File: config.mk
export PLATFORM = sky130hd
export DESIGN_NAME = moving_average_anomaly_detector_core
export DESIGN_NICKNAME = d
export VERILOG_FILES = /design/src/rtl/mad_pkg.sv /design/src/rtl/mad_div.sv /design/src/rtl/moving_average_anomaly_detector_core.sv
export VERILOG_INCLUDE_DIRS = /design/src /design/src/rtl
export SDC_FILE = /design/constraint.sdc
export NUM_CORES = 1
export LEC_CHECK = 0
export ABC_AREA = 1
export BUFFER_PORTS_ARGS = -buffer_cell sky130_fd_sc_hd__buf_2
export CAP_MARGIN = 20
export CORE_MARGIN = 1.5
export CORE_UTILIZATION = 60
export CTS_BUF_LIST = sky130_fd_sc_hd__clkbuf_8
export DETAILED_ROUTE_END_ITERATION = 8
export PLACE_DENSITY = 0.77
export SLEW_MARGIN = 20
export SYNTH_ARGS = -nofsm -noshare
export SYNTH_HDL_FRONTEND = slang
export SYNTH_HIERARCHICAL = 1
export SYNTH_SLANG_ARGS = --single-unit
File: constraint.sdc
create_clock -name clk -period 15.5 [get_ports clk]
set_clock_uncertainty 0.1 [all_clocks]
set_input_delay 0.775 -clock clk [delete_from_list [all_inputs] [get_ports clk]]
set_output_delay 0.775 -clock clk [all_outputs]
set_load 0.02 [all_outputs]
File: src/rtl/moving_average_anomaly_detector_core_macros.svh
// Assertion macros for the moving average anomaly detector.
// Expects signals clk and rst_n in the scope of use.
`ifndef MOVING_AVERAGE_ANOMALY_DETECTOR_CORE_MACROS_SVH
`define MOVING_AVERAGE_ANOMALY_DETECTOR_CORE_MACROS_SVH

// same-cycle implication
`define MAD_ASSERT_IMP(label, ante, cons, msg) \
    label: assert property (@(posedge clk) disable iff (!rst_n) (ante) |-> (cons)) \
        else $error(msg);

// next-cycle implication
`define MAD_ASSERT_NEXT(label, ante, cons, msg) \
    label: assert property (@(posedge clk) disable iff (!rst_n) (ante) |=> (cons)) \
        else $error(msg);

`endif

File: src/rtl/mad_pkg.sv
// Shared constants and types for the moving average anomaly detector.
// No dependencies.
package mad_pkg;

    localparam int WINDOW_LEN  = 7;
    localparam int MAX_SAMPLES = 1048576;

    localparam int SAMPLE_W = 16;
    localparam int THR_W    = 15;
    localparam int POS_W    = (WINDOW_LEN > 1) ? $clog2(WINDOW_LEN) : 1;
    localparam int WSUM_W   = SAMPLE_W + $clog2(WINDOW_LEN);
    localparam int DEV_W    = WSUM_W + 1;
    localparam int THRX_W   = THR_W + $clog2(WINDOW_LEN);
    localparam int CNT_W    = $clog2(MAX_SAMPLES + 1);
    localparam int TOTAL_W  = SAMPLE_W + $clog2(MAX_SAMPLES) + 1;
    localparam int QUO_W    = TOTAL_W;
    localparam int STEP_W   = $clog2(QUO_W);

    localparam int RECIP_SHIFT = WSUM_W - 1 + $clog2(WINDOW_LEN);
    localparam int PROD_W      = 2 * WSUM_W;
    localparam logic [WSUM_W-1:0] RECIP_MUL =
        WSUM_W'(((longint'(1) << RECIP_SHIFT) + WINDOW_LEN - 1) / WINDOW_LEN);

    localparam logic [THR_W-1:0] THR_RESET = THR_W'(640);

    typedef struct packed {
        logic signed [SAMPLE_W-1:0] sample;
        logic                       last;
    } in_t;

    typedef struct packed {
        logic signed [SAMPLE_W-1:0] moving_avg;
        logic                       window_full;
        logic                       anomaly;
        logic [CNT_W-1:0]           anomaly_total;
        logic signed [SAMPLE_W-1:0] overall_mean;
        logic                       final_res;
    } out_t;

    typedef struct packed {
        logic              start;
        logic [QUO_W-1:0]  dividend;
        logic [CNT_W-1:0]  divisor;
    } div_req_t;

    typedef struct packed {
        logic              busy;
        logic [QUO_W-1:0]  quotient;
    } div_rsp_t;

endpackage

File: src/rtl/mad_div.sv
// Restoring divider, one quotient bit per cycle, unsigned operands.
// Depends on mad_pkg.
module mad_div
(
    input  logic              clk,
    input  logic              rst_n,
    input  mad_pkg::div_req_t req,
    output mad_pkg::div_rsp_t rsp
);

    logic                          busy_reg, busy_next;
    logic [mad_pkg::STEP_W-1:0]    step_reg, step_next;
    logic [mad_pkg::QUO_W-1:0]     quo_reg, quo_next;
    logic [mad_pkg::CNT_W-1:0]     rem_reg, rem_next;
    logic [mad_pkg::CNT_W-1:0]     dvs_reg, dvs_next;
    logic [mad_pkg::CNT_W:0]       rem_shift;
    logic [mad_pkg::CNT_W:0]       diff;

    assign rem_shift = {rem_reg, quo_reg[mad_pkg::QUO_W-1]};
    assign diff      = rem_shift - {1'b0, dvs_reg};

    always_comb
    begin
        busy_next = busy_reg;
        step_next = step_reg;
        quo_next  = quo_reg;
        rem_next  = rem_reg;
        dvs_next  = dvs_reg;
        if (busy_reg)
        begin
            if (!diff[mad_pkg::CNT_W])
            begin
                rem_next = diff[mad_pkg::CNT_W-1:0];
                quo_next = {quo_reg[mad_pkg::QUO_W-2:0], 1'b1};
            end
            else
            begin
                rem_next = rem_shift[mad_pkg::CNT_W-1:0];
                quo_next = {quo_reg[mad_pkg::QUO_W-2:0], 1'b0};
            end
            if (step_reg == '0)
            begin
                busy_next = 1'b0;
            end
            else
            begin
                step_next = step_reg - 1'b1;
            end
        end
        else if (req.start)
        begin
            busy_next = 1'b1;
            step_next = mad_pkg::STEP_W'(mad_pkg::QUO_W - 1);
            quo_next  = req.dividend;
            rem_next  = '0;
            dvs_next  = req.divisor;
        end
    end

    always_ff @(posedge clk or negedge rst_n)
    begin
        if (!rst_n)
        begin
            busy_reg <= 1'b0;
            step_reg <= '0;
        end
        else
        begin
            busy_reg <= busy_next;
            step_reg <= step_next;
        end
    end

    always_ff @(posedge clk)
    begin
        quo_reg <= quo_next;
        rem_reg <= rem_next;
        dvs_reg <= dvs_next;
    end

    assign rsp.busy     = busy_reg;
    assign rsp.quotient = quo_reg;

endmodule

File: src/rtl/moving_average_anomaly_detector_core.sv
// Top level of the moving average anomaly detector: sequencer and datapath.
// Depends on mad_pkg, mad_div and moving_average_anomaly_detector_core_macros.svh.
//
//   channel | direction | handshake          | payload
//   in      | into      | in_valid/in_stall  | in_data   (mad_pkg::in_t)
//   out     | out of    | out_valid/out_stall| out_data  (mad_pkg::out_t)
//   cfg     | into      | cfg_valid/cfg_ready| cfg_data  (anomaly threshold)
//
// An item passes the update, deviation, compare and output steps in turn; the
// next item is accepted once idle again. The window mean comes from a reciprocal
// multiply in the compare step. The last item of a set also passes the mean step,
// which divides the 37-bit total, one quotient bit a cycle, into the data-set mean.
// No clearing pass after reset; cfg_ready is always high.
// A stalled result holds in the output register; the next item waits in the output step.
`include "moving_average_anomaly_detector_core_macros.svh"

module moving_average_anomaly_detector_core
(
    input  logic                        clk,
    input  logic                        rst_n,
    input  logic                        in_valid,
    output logic                        in_stall,
    input  mad_pkg::in_t                in_data,
    output logic                        out_valid,
    input  logic                        out_stall,
    output mad_pkg::out_t               out_data,
    input  logic                        cfg_valid,
    output logic                        cfg_ready,
    input  logic [mad_pkg::THR_W-1:0]   cfg_data
);

    typedef enum logic [5:0]
    {
        S_IDLE = 6'b000001,
        S_UPD  = 6'b000010,
        S_DEV  = 6'b000100,
        S_CMP  = 6'b001000,
        S_MEAN = 6'b010000,
        S_OUT  = 6'b100000
    } state_t;

    localparam logic signed [mad_pkg::DEV_W-1:0] WIN_S = mad_pkg::DEV_W'(mad_pkg::WINDOW_LEN);
    localparam logic [mad_pkg::THRX_W-1:0] WIN_U = mad_pkg::THRX_W'(mad_pkg::WINDOW_LEN);

    state_t                                 state_reg, state_next;
    logic [mad_pkg::THR_W-1:0]              thr_reg, thr_next;
    logic signed [mad_pkg::SAMPLE_W-1:0]    sample_reg, sample_next;
    logic                                   last_reg, last_next;
    logic signed [mad_pkg::SAMPLE_W-1:0]    store_reg [mad_pkg::WINDOW_LEN];
    logic signed [mad_pkg::SAMPLE_W-1:0]    store_next [mad_pkg::WINDOW_LEN];
    logic [mad_pkg::POS_W-1:0]              pos_reg, pos_next;
    logic signed [mad_pkg::WSUM_W-1:0]      wsum_reg, wsum_next;
    logic signed [mad_pkg::TOTAL_W-1:0]     total_reg, total_next;
    logic [mad_pkg::CNT_W-1:0]              count_reg, count_next;
    logic [mad_pkg::CNT_W-1:0]              anom_cnt_reg, anom_cnt_next;
    logic [mad_pkg::DEV_W-1:0]              dev_reg, dev_next;
    logic                                   full_reg, full_next;
    logic                                   anom_reg, anom_next;
    logic signed [mad_pkg::SAMPLE_W-1:0]    avg_reg, avg_next;
    logic signed [mad_pkg::SAMPLE_W-1:0]    mean_reg, mean_next;
    logic                                   out_valid_reg, out_valid_next;
    mad_pkg::out_t                          out_data_reg, out_data_next;

    logic                                   in_accept;
    logic                                   out_load;
    logic                                   mean_wanted;
    logic signed [mad_pkg::DEV_W-1:0]       dev_signed;
    logic [mad_pkg::WSUM_W-1:0]             wsum_abs;
    logic [mad_pkg::PROD_W-1:0]             avg_prod;
    logic [mad_pkg::SAMPLE_W-1:0]           avg_mag;
    logic [mad_pkg::QUO_W-1:0]              total_mag;
    logic [mad_pkg::SAMPLE_W-1:0]           quo_low;
    mad_pkg::div_req_t                      div_req;
    mad_pkg::div_rsp_t                      div_rsp;

    mad_div u_div
    (
        .clk   (clk),
        .rst_n (rst_n),
        .req   (div_req),
        .rsp   (div_rsp)
    );

    assign in_stall  = (state_reg != S_IDLE);
    assign in_accept = in_valid && !in_stall;
    assign cfg_ready = 1'b1;
    assign out_load  = (state_reg == S_OUT) && (!out_valid_reg || !out_stall);
    assign mean_wanted = last_reg && (count_reg != '0);

    assign dev_signed = mad_pkg::DEV_W'(sample_reg) * WIN_S - mad_pkg::DEV_W'(wsum_reg);
    assign wsum_abs   = unsigned'(wsum_reg[mad_pkg::WSUM_W-1] ? -wsum_reg : wsum_reg);
    assign avg_prod   = mad_pkg::PROD_W'(wsum_abs) * mad_pkg::PROD_W'(mad_pkg::RECIP_MUL);
    assign avg_mag    = avg_prod[mad_pkg::RECIP_SHIFT +: mad_pkg::SAMPLE_W];
    assign total_mag  = mad_pkg::QUO_W'(unsigned'(total_reg[mad_pkg::TOTAL_W-1] ?
                                                   -total_reg : total_reg));
    assign quo_low    = div_rsp.quotient[mad_pkg::SAMPLE_W-1:0];

    always_comb
    begin
        state_next     = state_reg;
        thr_next       = thr_reg;
        sample_next    = sample_reg;
        last_next      = last_reg;
        store_next     = store_reg;
        pos_next       = pos_reg;
        wsum_next      = wsum_reg;
        total_next     = total_reg;
        count_next     = count_reg;
        anom_cnt_next  = anom_cnt_reg;
        dev_next       = dev_reg;
        full_next      = full_reg;
        anom_next      = anom_reg;
        avg_next       = avg_reg;
        mean_next      = mean_reg;
        out_valid_next = out_valid_reg && out_stall;
        out_data_next  = out_data_reg;
        div_req.start    = 1'b0;
        div_req.dividend = total_mag;
        div_req.divisor  = count_reg;

        if (cfg_valid && cfg_ready)
        begin
            thr_next = cfg_data;
        end

        case (state_reg)
            S_IDLE:
            begin
                if (in_accept)
                begin
                    sample_next = in_data.sample;
                    last_next   = in_data.last;
                    state_next  = S_UPD;
                end
            end
            S_UPD:
            begin
                wsum_next = wsum_reg - mad_pkg::WSUM_W'(store_reg[pos_reg])
                            + mad_pkg::WSUM_W'(sample_reg);
                store_next[pos_reg] = sample_reg;
                pos_next = (pos_reg == mad_pkg::POS_W'(mad_pkg::WINDOW_LEN - 1)) ?
                           '0 : pos_reg + 1'b1;
                if (count_reg < mad_pkg::CNT_W'(mad_pkg::MAX_SAMPLES))
                begin
                    total_next = total_reg + mad_pkg::TOTAL_W'(sample_reg);
                    count_next = count_reg + 1'b1;
                end
                state_next = S_DEV;
            end
            S_DEV:
            begin
                dev_next   = unsigned'(dev_signed[mad_pkg::DEV_W-1] ?
                                       -dev_signed : dev_signed);
                full_next  = (count_reg >= mad_pkg::CNT_W'(mad_pkg::WINDOW_LEN));
                state_next = S_CMP;
            end
            S_CMP:
            begin
                mean_next = '0;
                if (full_reg)
                begin
                    avg_next = wsum_reg[mad_pkg::WSUM_W-1] ? -signed'(avg_mag) : signed'(avg_mag);
                end
                else
                begin
                    avg_next = '0;
                end
                anom_next = full_reg &&
                            (dev_reg > mad_pkg::DEV_W'(WIN_U * mad_pkg::THRX_W'(thr_reg)));
                if (anom_next && (anom_cnt_reg < mad_pkg::CNT_W'(mad_pkg::MAX_SAMPLES)))
                begin
                    anom_cnt_next = anom_cnt_reg + 1'b1;
                end
                if (mean_wanted)
                begin
                    div_req.start = 1'b1;
                    state_next    = S_MEAN;
                end
                else
                begin
                    state_next = S_OUT;
                end
            end
            S_MEAN:
            begin
                if (!div_rsp.busy)
                begin
                    mean_next  = total_reg[mad_pkg::TOTAL_W-1] ?
                                 -signed'(quo_low) : signed'(quo_low);
                    state_next = S_OUT;
                end
            end
            S_OUT:
            begin
                if (out_load)
                begin
                    out_valid_next              = 1'b1;
                    out_data_next.moving_avg    = avg_reg;
                    out_data_next.window_full   = full_reg;
                    out_data_next.anomaly       = anom_reg;
                    out_data_next.anomaly_total = anom_cnt_reg;
                    out_data_next.overall_mean  = mean_reg;
                    out_data_next.final_res     = last_reg;
                    if (last_reg)
                    begin
                        for (int i = 0; i < mad_pkg::WINDOW_LEN; i++)
                        begin
                            store_next[i] = '0;
                        end
                        pos_next      = '0;
                        wsum_next     = '0;
                        total_next    = '0;
                        count_next    = '0;
                        anom_cnt_next = '0;
                    end
                    state_next = S_IDLE;
                end
            end
            default:
            begin
                state_next = S_IDLE;
            end
        endcase
    end

    always_ff @(posedge clk or negedge rst_n)
    begin
        if (!rst_n)
        begin
            state_reg     <= S_IDLE;
            thr_reg       <= mad_pkg::THR_RESET;
            for (int i = 0; i < mad_pkg::WINDOW_LEN; i++)
            begin
                store_reg[i] <= '0;
            end
            pos_reg       <= '0;
            wsum_reg      <= '0;
            total_reg     <= '0;
            count_reg     <= '0;
            anom_cnt_reg  <= '0;
            out_valid_reg <= 1'b0;
        end
        else
        begin
            state_reg     <= state_next;
            thr_reg       <= thr_next;
            store_reg     <= store_next;
            pos_reg       <= pos_next;
            wsum_reg      <= wsum_next;
            total_reg     <= total_next;
            count_reg     <= count_next;
            anom_cnt_reg  <= anom_cnt_next;
            out_valid_reg <= out_valid_next;
        end
    end

    always_ff @(posedge clk)
    begin
        sample_reg   <= sample_next;
        last_reg     <= last_next;
        dev_reg      <= dev_next;
        full_reg     <= full_next;
        anom_reg     <= anom_next;
        avg_reg      <= avg_next;
        mean_reg     <= mean_next;
        out_data_reg <= out_data_next;
    end

    assign out_valid = out_valid_reg;
    assign out_data  = out_data_reg;

    `MAD_ASSERT_NEXT(a_accept_starts, in_accept, state_reg == S_UPD, "item not started")
    `MAD_ASSERT_IMP(a_anom_le_count, 1'b1, anom_cnt_reg <= count_reg, "anomaly count too high")
    `MAD_ASSERT_IMP(a_div_owner, div_rsp.busy, state_reg == S_MEAN, "divider busy off mean step")
    `MAD_ASSERT_NEXT(a_last_clears, out_load && last_reg, wsum_reg == '0 && count_reg == '0, "not cleared")

endmodule
==> results of run 1 <==
## synth_stat cells (all sizes together) (13+ instances only)
| library cell | n | area, µm² |
|---|---|---|
| xnor2 | 36 | 315 |
| o22ai | 167 | 1040 |
| nor3 | 72 | 407 |
| nor4 | 17 | 106 |
| clkinv | 18 | 67.6 |
| buf | 22 | 140 |
| edfxtp | 206 | 6190 |
| xor2 | 120 | 1070 |
| a21oi | 237 | 1190 |
| o31ai | 17 | 163 |
| nand4 | 52 | 347 |
| a31oi | 22 | 138 |
| nand3 | 135 | 696 |
| clkbuf | 51 | 191 |
| nand2 | 822 | 3150 |
| a21o | 14 | 105 |
| nand3b | 14 | 105 |
| nor2 | 338 | 1310 |
| ha | 292 | 3650 |
| inv | 721 | 2710 |
| dfrtp | 239 | 5980 |
| o21ai | 180 | 916 |
| mux2 | 13 | 146 |
| fa | 125 | 2500 |
## stage by stage
stage          setup slack [ns]  cell area (µm²)  util (%)  cells
2_1_floorplan              9.30            33300         -   4009
3_3_place_gp               8.65            34600      62.9   4798
3_5_place_dp               8.53            34600      62.9   4798
4_1_cts                    8.50            36200      65.8   4938
5_1_grt                    7.91            36200      65.8   4938
6_report                   8.45            36200      65.8   4938
## worst max path at each step
| stage | end | start | slack (ns) |
|---|---|---|---|
| floorplan | avg_reg[14] | wsum_reg[0] | 9.30 |
| global placement | avg_reg[12] | wsum_reg[4] | 8.65 |
| detailed placement | avg_reg[14] | wsum_reg[4] | 8.53 |
| CTS | avg_reg[14] | wsum_reg[4] | 8.50 |
| global route | avg_reg[14] | wsum_reg[0] | 7.91 |
| finish | avg_reg[14] | wsum_reg[0] | 8.45 |
## layout make-up
type                    instances  area share (%)
repair buffers                114            1.74
multi-input cells            2749            49.8
inverters                     739            7.67
flip-flops and latches        448            33.9
clock inverters                48           0.865
well taps                     748            2.59
clock buffers                  92            3.50
## cells in the final DEF, fill, tap and decap left out, types with 8 or more instances in the layout
cell,netlist,routed
buf_4,5,20
mux2_2,13,13
xnor2_1,36,36
nor4_1,17,15
o22ai_1,167,167
nor3_1,64,64
inv_2,10,11
nand2_1,803,802
clkbuf_8,0,92
nand2_2,16,17
nand4_1,50,50
xor2_1,118,118
nand3_1,131,131
nand3b_1,14,14
a21oi_1,235,230
a31oi_1,22,22
a21o_1,14,14
inv_1,711,740
o211ai_1,9,9
o31ai_1,10,10
fa_1,125,125
edfxtp_1,206,206
clkinv_1,18,21
o21a_1,8,8
nor2_2,8,10
o21ai_0,176,175
buf_2,7,93
a221oi_1,9,9
dfrtp_1,239,238
ha_1,292,292
nor2_1,327,324
o21bai_1,10,10
## metal layers
metal | global-route usage [%] | up-vias | share of wire [%]
met4 | 10.0 | 0 | 3.0
met1 | 41.3 | 12900 | 45
met3 | 4.27 | 178 | 6.7
met5 | 0 | - | 0
met2 | 47.3 | 1046 | 45
li1 | - | 13500 | -
## cells by family after synthesis
group,count (synthesis)
AOI/OAI and AO/OA,694
xor gates and xnor gates,156
adders and majority gates,417
buffers and inverters,812
DFF,448
muxes,14
other,1
and+or+nand+nor,1467
## critical path, delay by kind of cell, from the launching register on
family / cells / cell delay (ns)
xor gates and xnor gates: 1 / 0.45
adders and majority gates: 7 / 2.63
DFF: 1 / 0.47
AOI/OAI and AO/OA: 4 / 0.58
buffers and inverters: 7 / 0.47
and+or+nand+nor: 15 / 2.07
==> flow_results.org, run 1 <==
** Outcome
- The flow ran to the end, but the final reports show violations.
- Violated checks :: hold timing

** Yosys
- By area, the combinational part of the netlist is dominated by simple AND/OR/NAND/NOR gates.
- Post-synthesis xor/xnor area fraction :: 4.15%
- Async set or reset register ratio after synthesis :: 54.0%
- Number of flops mapped to enable cells by yosys :: 206
- The synthesized netlist devotes 18.7% of its cell area to simple gates.
- Synth cell types :: 65
- Sequential fraction of the synthesis area :: 36.8%
- The cell count after synthesis came out at 4,009.
- In this run the cell area of the synthesized design comes to 33,300 µm².
- Multiplexer area fraction after synthesis :: 0.470%
- Complex-gate fraction of the synthesized area :: 12.1%
- The synthesized design contains 448 register bits.
- Synthesized-area fraction occupied by adder cells :: 18.5%
- Primary flip-flop cell chosen by synthesis mapping :: dfrtp_1
- Total number of yosys warnings :: 6
- Mean instance size in the synthesized netlist :: 8.31 µm²
- Net Count, Synth :: 4,463

** Drt
- The routed layout has 27,600 vias.
- Total Routed Length :: 82.6 mm
- Post-detailed-route via-to-cell ratio :: 5.59
- Remaining antenna violation count after routing :: 0
- Dividing the detail-routed wire length by the instance count gives 16.7 µm.
- For this run, design rule violations remaining after detail routing come to 0.
- Count of TritonRoute iterations in the first routing pass :: 6
- Violation count after the first detailed-route iteration :: 2,203

** Critical path
- In this run the critical register-to-register path is launched from wsum_reg[0].
- Data arrives at the worst endpoint at 7.39 ns.
- Crit-path slowest cell :: fa_1
- In this run the worst path has a maximum fanout of 7.
- STA classifies the critical path startpoint as a flip-flop.
- Counting stages on the worst path, the most repeated cell is inv_1.
- For the worst setup path, the data required time is 15.83 ns.
- Critical Path End Type :: flip-flop
- Endpoint of the worst register-to-register path :: avg_reg[14]
- On the worst path, the slowest cell contributes a delay of 0.53 ns.
- Worst Path Class, Setup :: reg2reg
- Measured in cells, the most critical reg-to-reg path has a length of 34.
- In this run the register-to-register setup slack is 8.45 ns.

** Clock network
- The later pin in the worst-skew pair is clocked with a latency of 0.70 ns.
- The number of setup buffers added after CTS is 0.
- Cell at the root of the clock tree :: clkbuf_8
- PostCTS Resize Cnt :: 0
- TritonCTS built the clock tree.
- The H-tree generated during clock tree synthesis spans 3 levels.
- Maximum buffer depth of the clock tree :: 3
- Clock-pin slew was measured on the worst setup and hold paths at 0.06 ns.
- CTS Sinks :: 448
- In this run, CTS created clock tree buffers numbering 75.
- Number of hold buffers added after CTS :: 0

** STA
- Worst-Margin Slew :: 1.08 ns
- Across all hold checks on the routed design, the worst slack comes to -0.00581 ns.
- Final setup violating endpoints :: 0
- Setup repair after global routing missed its margin :: false
- After layout, the worst path uses 45.5% of the clock period.
- Max-slew headroom :: 27.7%
- Hold violation total from the final report :: 2
- Top achievable clock speed :: 142 MHz
- The max-slew violation total from the final report is 0.
- The smallest clock period supported by the final layout is computed as 7.05 ns.
- TNS Setup :: 0 ns

** Floorplanning
- For this configuration, the core starts out at a cell density of 60.6%.
- DIE WIDTH :: 239 µm
- Core area :: 55,000 µm²
- The floorplan step defined a die boundary enclosing 56,900 µm².
- Number of primary I/O pins :: 96
- Number of cell rows :: 86
- In this run the vertical extent of the chip is 239 µm.

** Placed design
- Number of buffer cells added on primary ports :: 94
- Weighted congestion at the end of routability-driven global placement :: 0.951
- The wire-length estimate of the detail-placed layout is 61.9 mm.

** GRT
- GRT overflow :: 0
- Pin count of the biggest net entering global routing :: 105
- Number of antenna violations at the first check in global routing :: 0
- The number of global-route vias before repair was 26,400.
- The first global-routing pass estimated 135 mm of wire.
- In the global route stage, overall resource usage came out at 29.5%.

** Layout
- In the final layout, the multi-input gates occupy 18,000 µm².
- Nets :: 4,581
- Layout cells sized above 1 :: 7.64%
- The sequential cells in the finished layout cover a total of 12,200 µm².
- Counting the fill cells in the layout gives 4,566.
- Number of flip-flops under the largest register name :: 112
- Area growth syn-to-layout :: 8.59%
- ANT cells :: 0

** Worst hold path
- Tightest Hold Check Type :: in2async

** Job
- Max Cap Viol :: 0
Power of run 1 is left out: the tool's default activity adds up to more than one toggle a clock period on the data nets, which glitch-free logic cannot reach.
==> inputs of run 2 (changes only) <==
Settings changed: CORE_UTILIZATION 60 to 59, PLACE_DENSITY 0.77 to 0.79.
Clock period 15.5 ns to 5.85 ns, I/O delays scaled along.
==> run 2 against run 1 <==
- the flow finishes with violations (setup timing)
- maximum frequency is 12% higher
- first-iteration DRC count is 1.6% higher
- worst setup slack worse by 8.9 ns
- count of clock-buffer cells in the layout is 7 lower
- critical path type unchanged
==> flow_results.org, run 2 (synthesis results as in run 1) <==
** Outcome
- Run status :: complete, but fails checks (unchanged)
- Violated checks: setup timing (was hold timing).

** GRT
- GRT overflow :: 0 (unchanged)
- All-Layer GR Usage :: 30.6% (was 29.5%)
- Number of antenna violations at the first check in global routing :: 1 (was 0)
- The first-pass GRT wire length is 141 mm (was 135 mm).
- Number of global-route vias before repair :: 28,100 (was 26,400)
- The largest net degree at the start of global routing is 141 (was 105).

** Layout
- The number of flip-flops in the largest register is 112 (unchanged).
- Commonest non-fill, non-tap cell in the layout :: nand2_1 (unchanged)
- The share of post-route cells with drive strength above 1 is 15.2% (was 7.64%).
- Nets :: 4,820 (was 4,581)
- Most frequent cells in the layout: 771 x nand2_1, 721 x inv_1, 294 x nor2_1 (was 802 x nand2_1, 740 x inv_1, 324 x nor2_1).
- The final standard cell count with taps included and fillers excluded came to 5,177 (was 4,938).
- The growth of design area from synthesis to finish is 17.5% (was 8.59%).
- The number of filler instances in the final layout was 4,208 (was 4,566).

** STA
- The clock period minus worst slack came to 6.28 ns (was 7.05 ns).
- Final setup violating endpoints :: 15 (was 0)
- The upper clock frequency limit is 159 MHz (was 142 MHz).
- Worst-Margin Slew :: 1.13 ns (was 1.08 ns)
- Least setup slack across all paths after layout :: -0.433 ns (was 8.45 ns)
- Max-slew violation count :: 0 (unchanged)
- The summed negative setup slack over all endpoints is -4.65 ns (was 0 ns).
- Final worst-path cycle share :: 107% (was 45.5%)
- Hold violation total from the final report :: 0 (was 2)
- The max-slew headroom at the worst pin was 24.7% (was 27.7%).
- Setup repair after global routing missed its margin: true (was false).

** Floorplanning
- The I/O pin total was 96 (unchanged).
- Initial standard-cell utilization of the core :: 60.1% (was 60.6%)
- Core area :: 55,400 µm² (was 55,000 µm²)
- Die H :: 241 µm (was 239 µm)
- DIE WIDTH :: 241 µm (was 239 µm)
- DIE AREA :: 57,900 µm² (was 56,900 µm²)
- Number of cell rows :: 86 (unchanged)

** Clock network
- Maximum buffer depth of the clock tree :: 3 (unchanged)
- Clock latency of the later-clocked register in the worst-skew pair :: 0.70 ns (about the same)
- Cell at the root of the clock tree :: clkbuf_8 (unchanged)
- Clock transition at the register clock pins on the worst setup and hold paths after CTS :: 0.06 ns (about the same)
- TritonCTS clock tree :: built (unchanged)
- H-tree Lvls :: 3 (unchanged)
- Number of CTS-inserted buffers :: 76 (was 75)
- The clock sink count came to 448 (unchanged).

** Placed design
- Weighted congestion at the end of routability-driven global placement :: 0.962 (was 0.951)
- Number of buffer cells added on primary ports :: 94 (unchanged)
- The sum of net half-perimeters after detailed placement came to 64.3 mm (was 61.9 mm).
- Dpl cells :: 4,958 (was 4,798)

** Drt
- The wire length after detailed routing came to 87.0 mm (was 82.6 mm).
- Remaining antenna violation count after routing :: 0 (unchanged)
- Violation count after the first detailed-route iteration :: 2,239 (was 2,203)
- The vias per cell came to 5.56 (was 5.59).
- The post-route DRC violation count came to 0 (unchanged).
- Average wire per cell in the routed design :: 16.8 µm (was 16.7 µm)
- Count of TritonRoute iterations in the first routing pass :: 8 (was 6)
- Via count of the routed design :: 28,800 (was 27,600)

** Critical path
- The slack of the worst reg-to-reg path was -0.43 ns (was 8.45 ns).
- Top delay family on crit path :: adder cells (unchanged)
- The launching element type of the critical path was a flip-flop (unchanged).
- Total buffers and inverters traversed by the critical path :: 8 (was 7)
- Maximum fanout along the worst path :: 4 (was 7)
- The largest incremental delay on the critical path came to 0.53 ns (about the same).
- Data arrival time of the critical path :: 6.63 ns (was 7.39 ns)
- The slowest stage cell on the critical path was fa_1 (unchanged).
- Critical Path End Type :: flip-flop (unchanged)
- Required time at the worst-slack endpoint :: 6.20 ns (was 15.83 ns)
- The worst setup path category was reg2reg (unchanged).

** Job
- Max Cap Viol :: 0 (unchanged)

** Worst hold path
- Tightest Hold Check Type :: in2reg (was in2async)
[run 2: cell count changes in the layout (fill, tap and decap cells not counted), sizes merged]
cell,previous run,this run
clkinvlp,1,2
diode,0,2
clkinv,29,34
clkbuf,92,85
buf,114,301
dlygate4sd3,0,51
[run 2: worst register-to-register path: cells and delay by family, from the launching register on]
| family | cells | cell delay (ns) |
|---|---|---|
| simple gates | 18 | 2.01 |
| xor+xnor | 1 | 0.28 |
| fa+ha+maj | 6 | 2.19 |
| compound gates | 2 | 0.24 |
| flops | 1 | 0.38 |
| buf+inv | 8 | 0.88 |
[run 2: layout make-up]
cell class | count | area, µm² | area share, %
multi-input cells | 2749 | 19000 | 48.6
clock inverters | 54 | 355 | 0.908
inverters | 739 | 2770 | 7.09
flip-flops and latches | 448 | 12200 | 31.3
diodes | 2 | 5.00 | 0.0128
clock buffers | 85 | 1170 | 2.99
well taps | 748 | 936 | 2.39
repair buffers | 352 | 2600 | 6.65
[run 2: path summary, 6_finish.rpt]
check                       startpoint  cells past startpoint                to
min in group asynchronous        rst_n                      2  anom_cnt_reg[19]
max reg2reg                wsum_reg[2]                     35       avg_reg[14]
max in group asynchronous        rst_n                      3     store_reg[73]
min                          cfg_valid                      2        thr_reg[1]
min reg2reg                 avg_reg[2]                      0      out_data[42]
max                        wsum_reg[2]                     35       avg_reg[14]
[run 2: per-stage QoR]
stage | setup WS [ns] | hold WS [ns] | instance area (µm²) | util, %
after floorplan | -0.0595 | -0.103 | 33500 | -
after global placement | -0.404 | 0.289 | 36100 | 65.1
after detailed placement | -0.630 | 0.289 | 36100 | 65.1
after CTS | -0.321 | 0.00718 | 38800 | 70.0
after global routing | -0.829 | 0.0549 | 39100 | 70.6
final | -0.433 | 0.0546 | 39100 | 70.6
[run 2: what timing repair did]
item                                    in CTS  in global routing
hold buffers                                51                  0
setup buffers                               19                  9
endpoints found under the setup margin      15                 16
gates resized for setup                    136                 51
pin swaps                                   43                 31
endpoints found under the hold margin      138                  0
[run 2: layer usage]
layer	GRT usage (%)	routed length (µm)	vias up
met2	50.7	40600	1038
li1	-	-	14000
met1	41.5	37900	13600
met5	0	0	-
met3	4.13	5720	200
met4	10.6	2830	0
Power of run 2 is left out for the same reason.
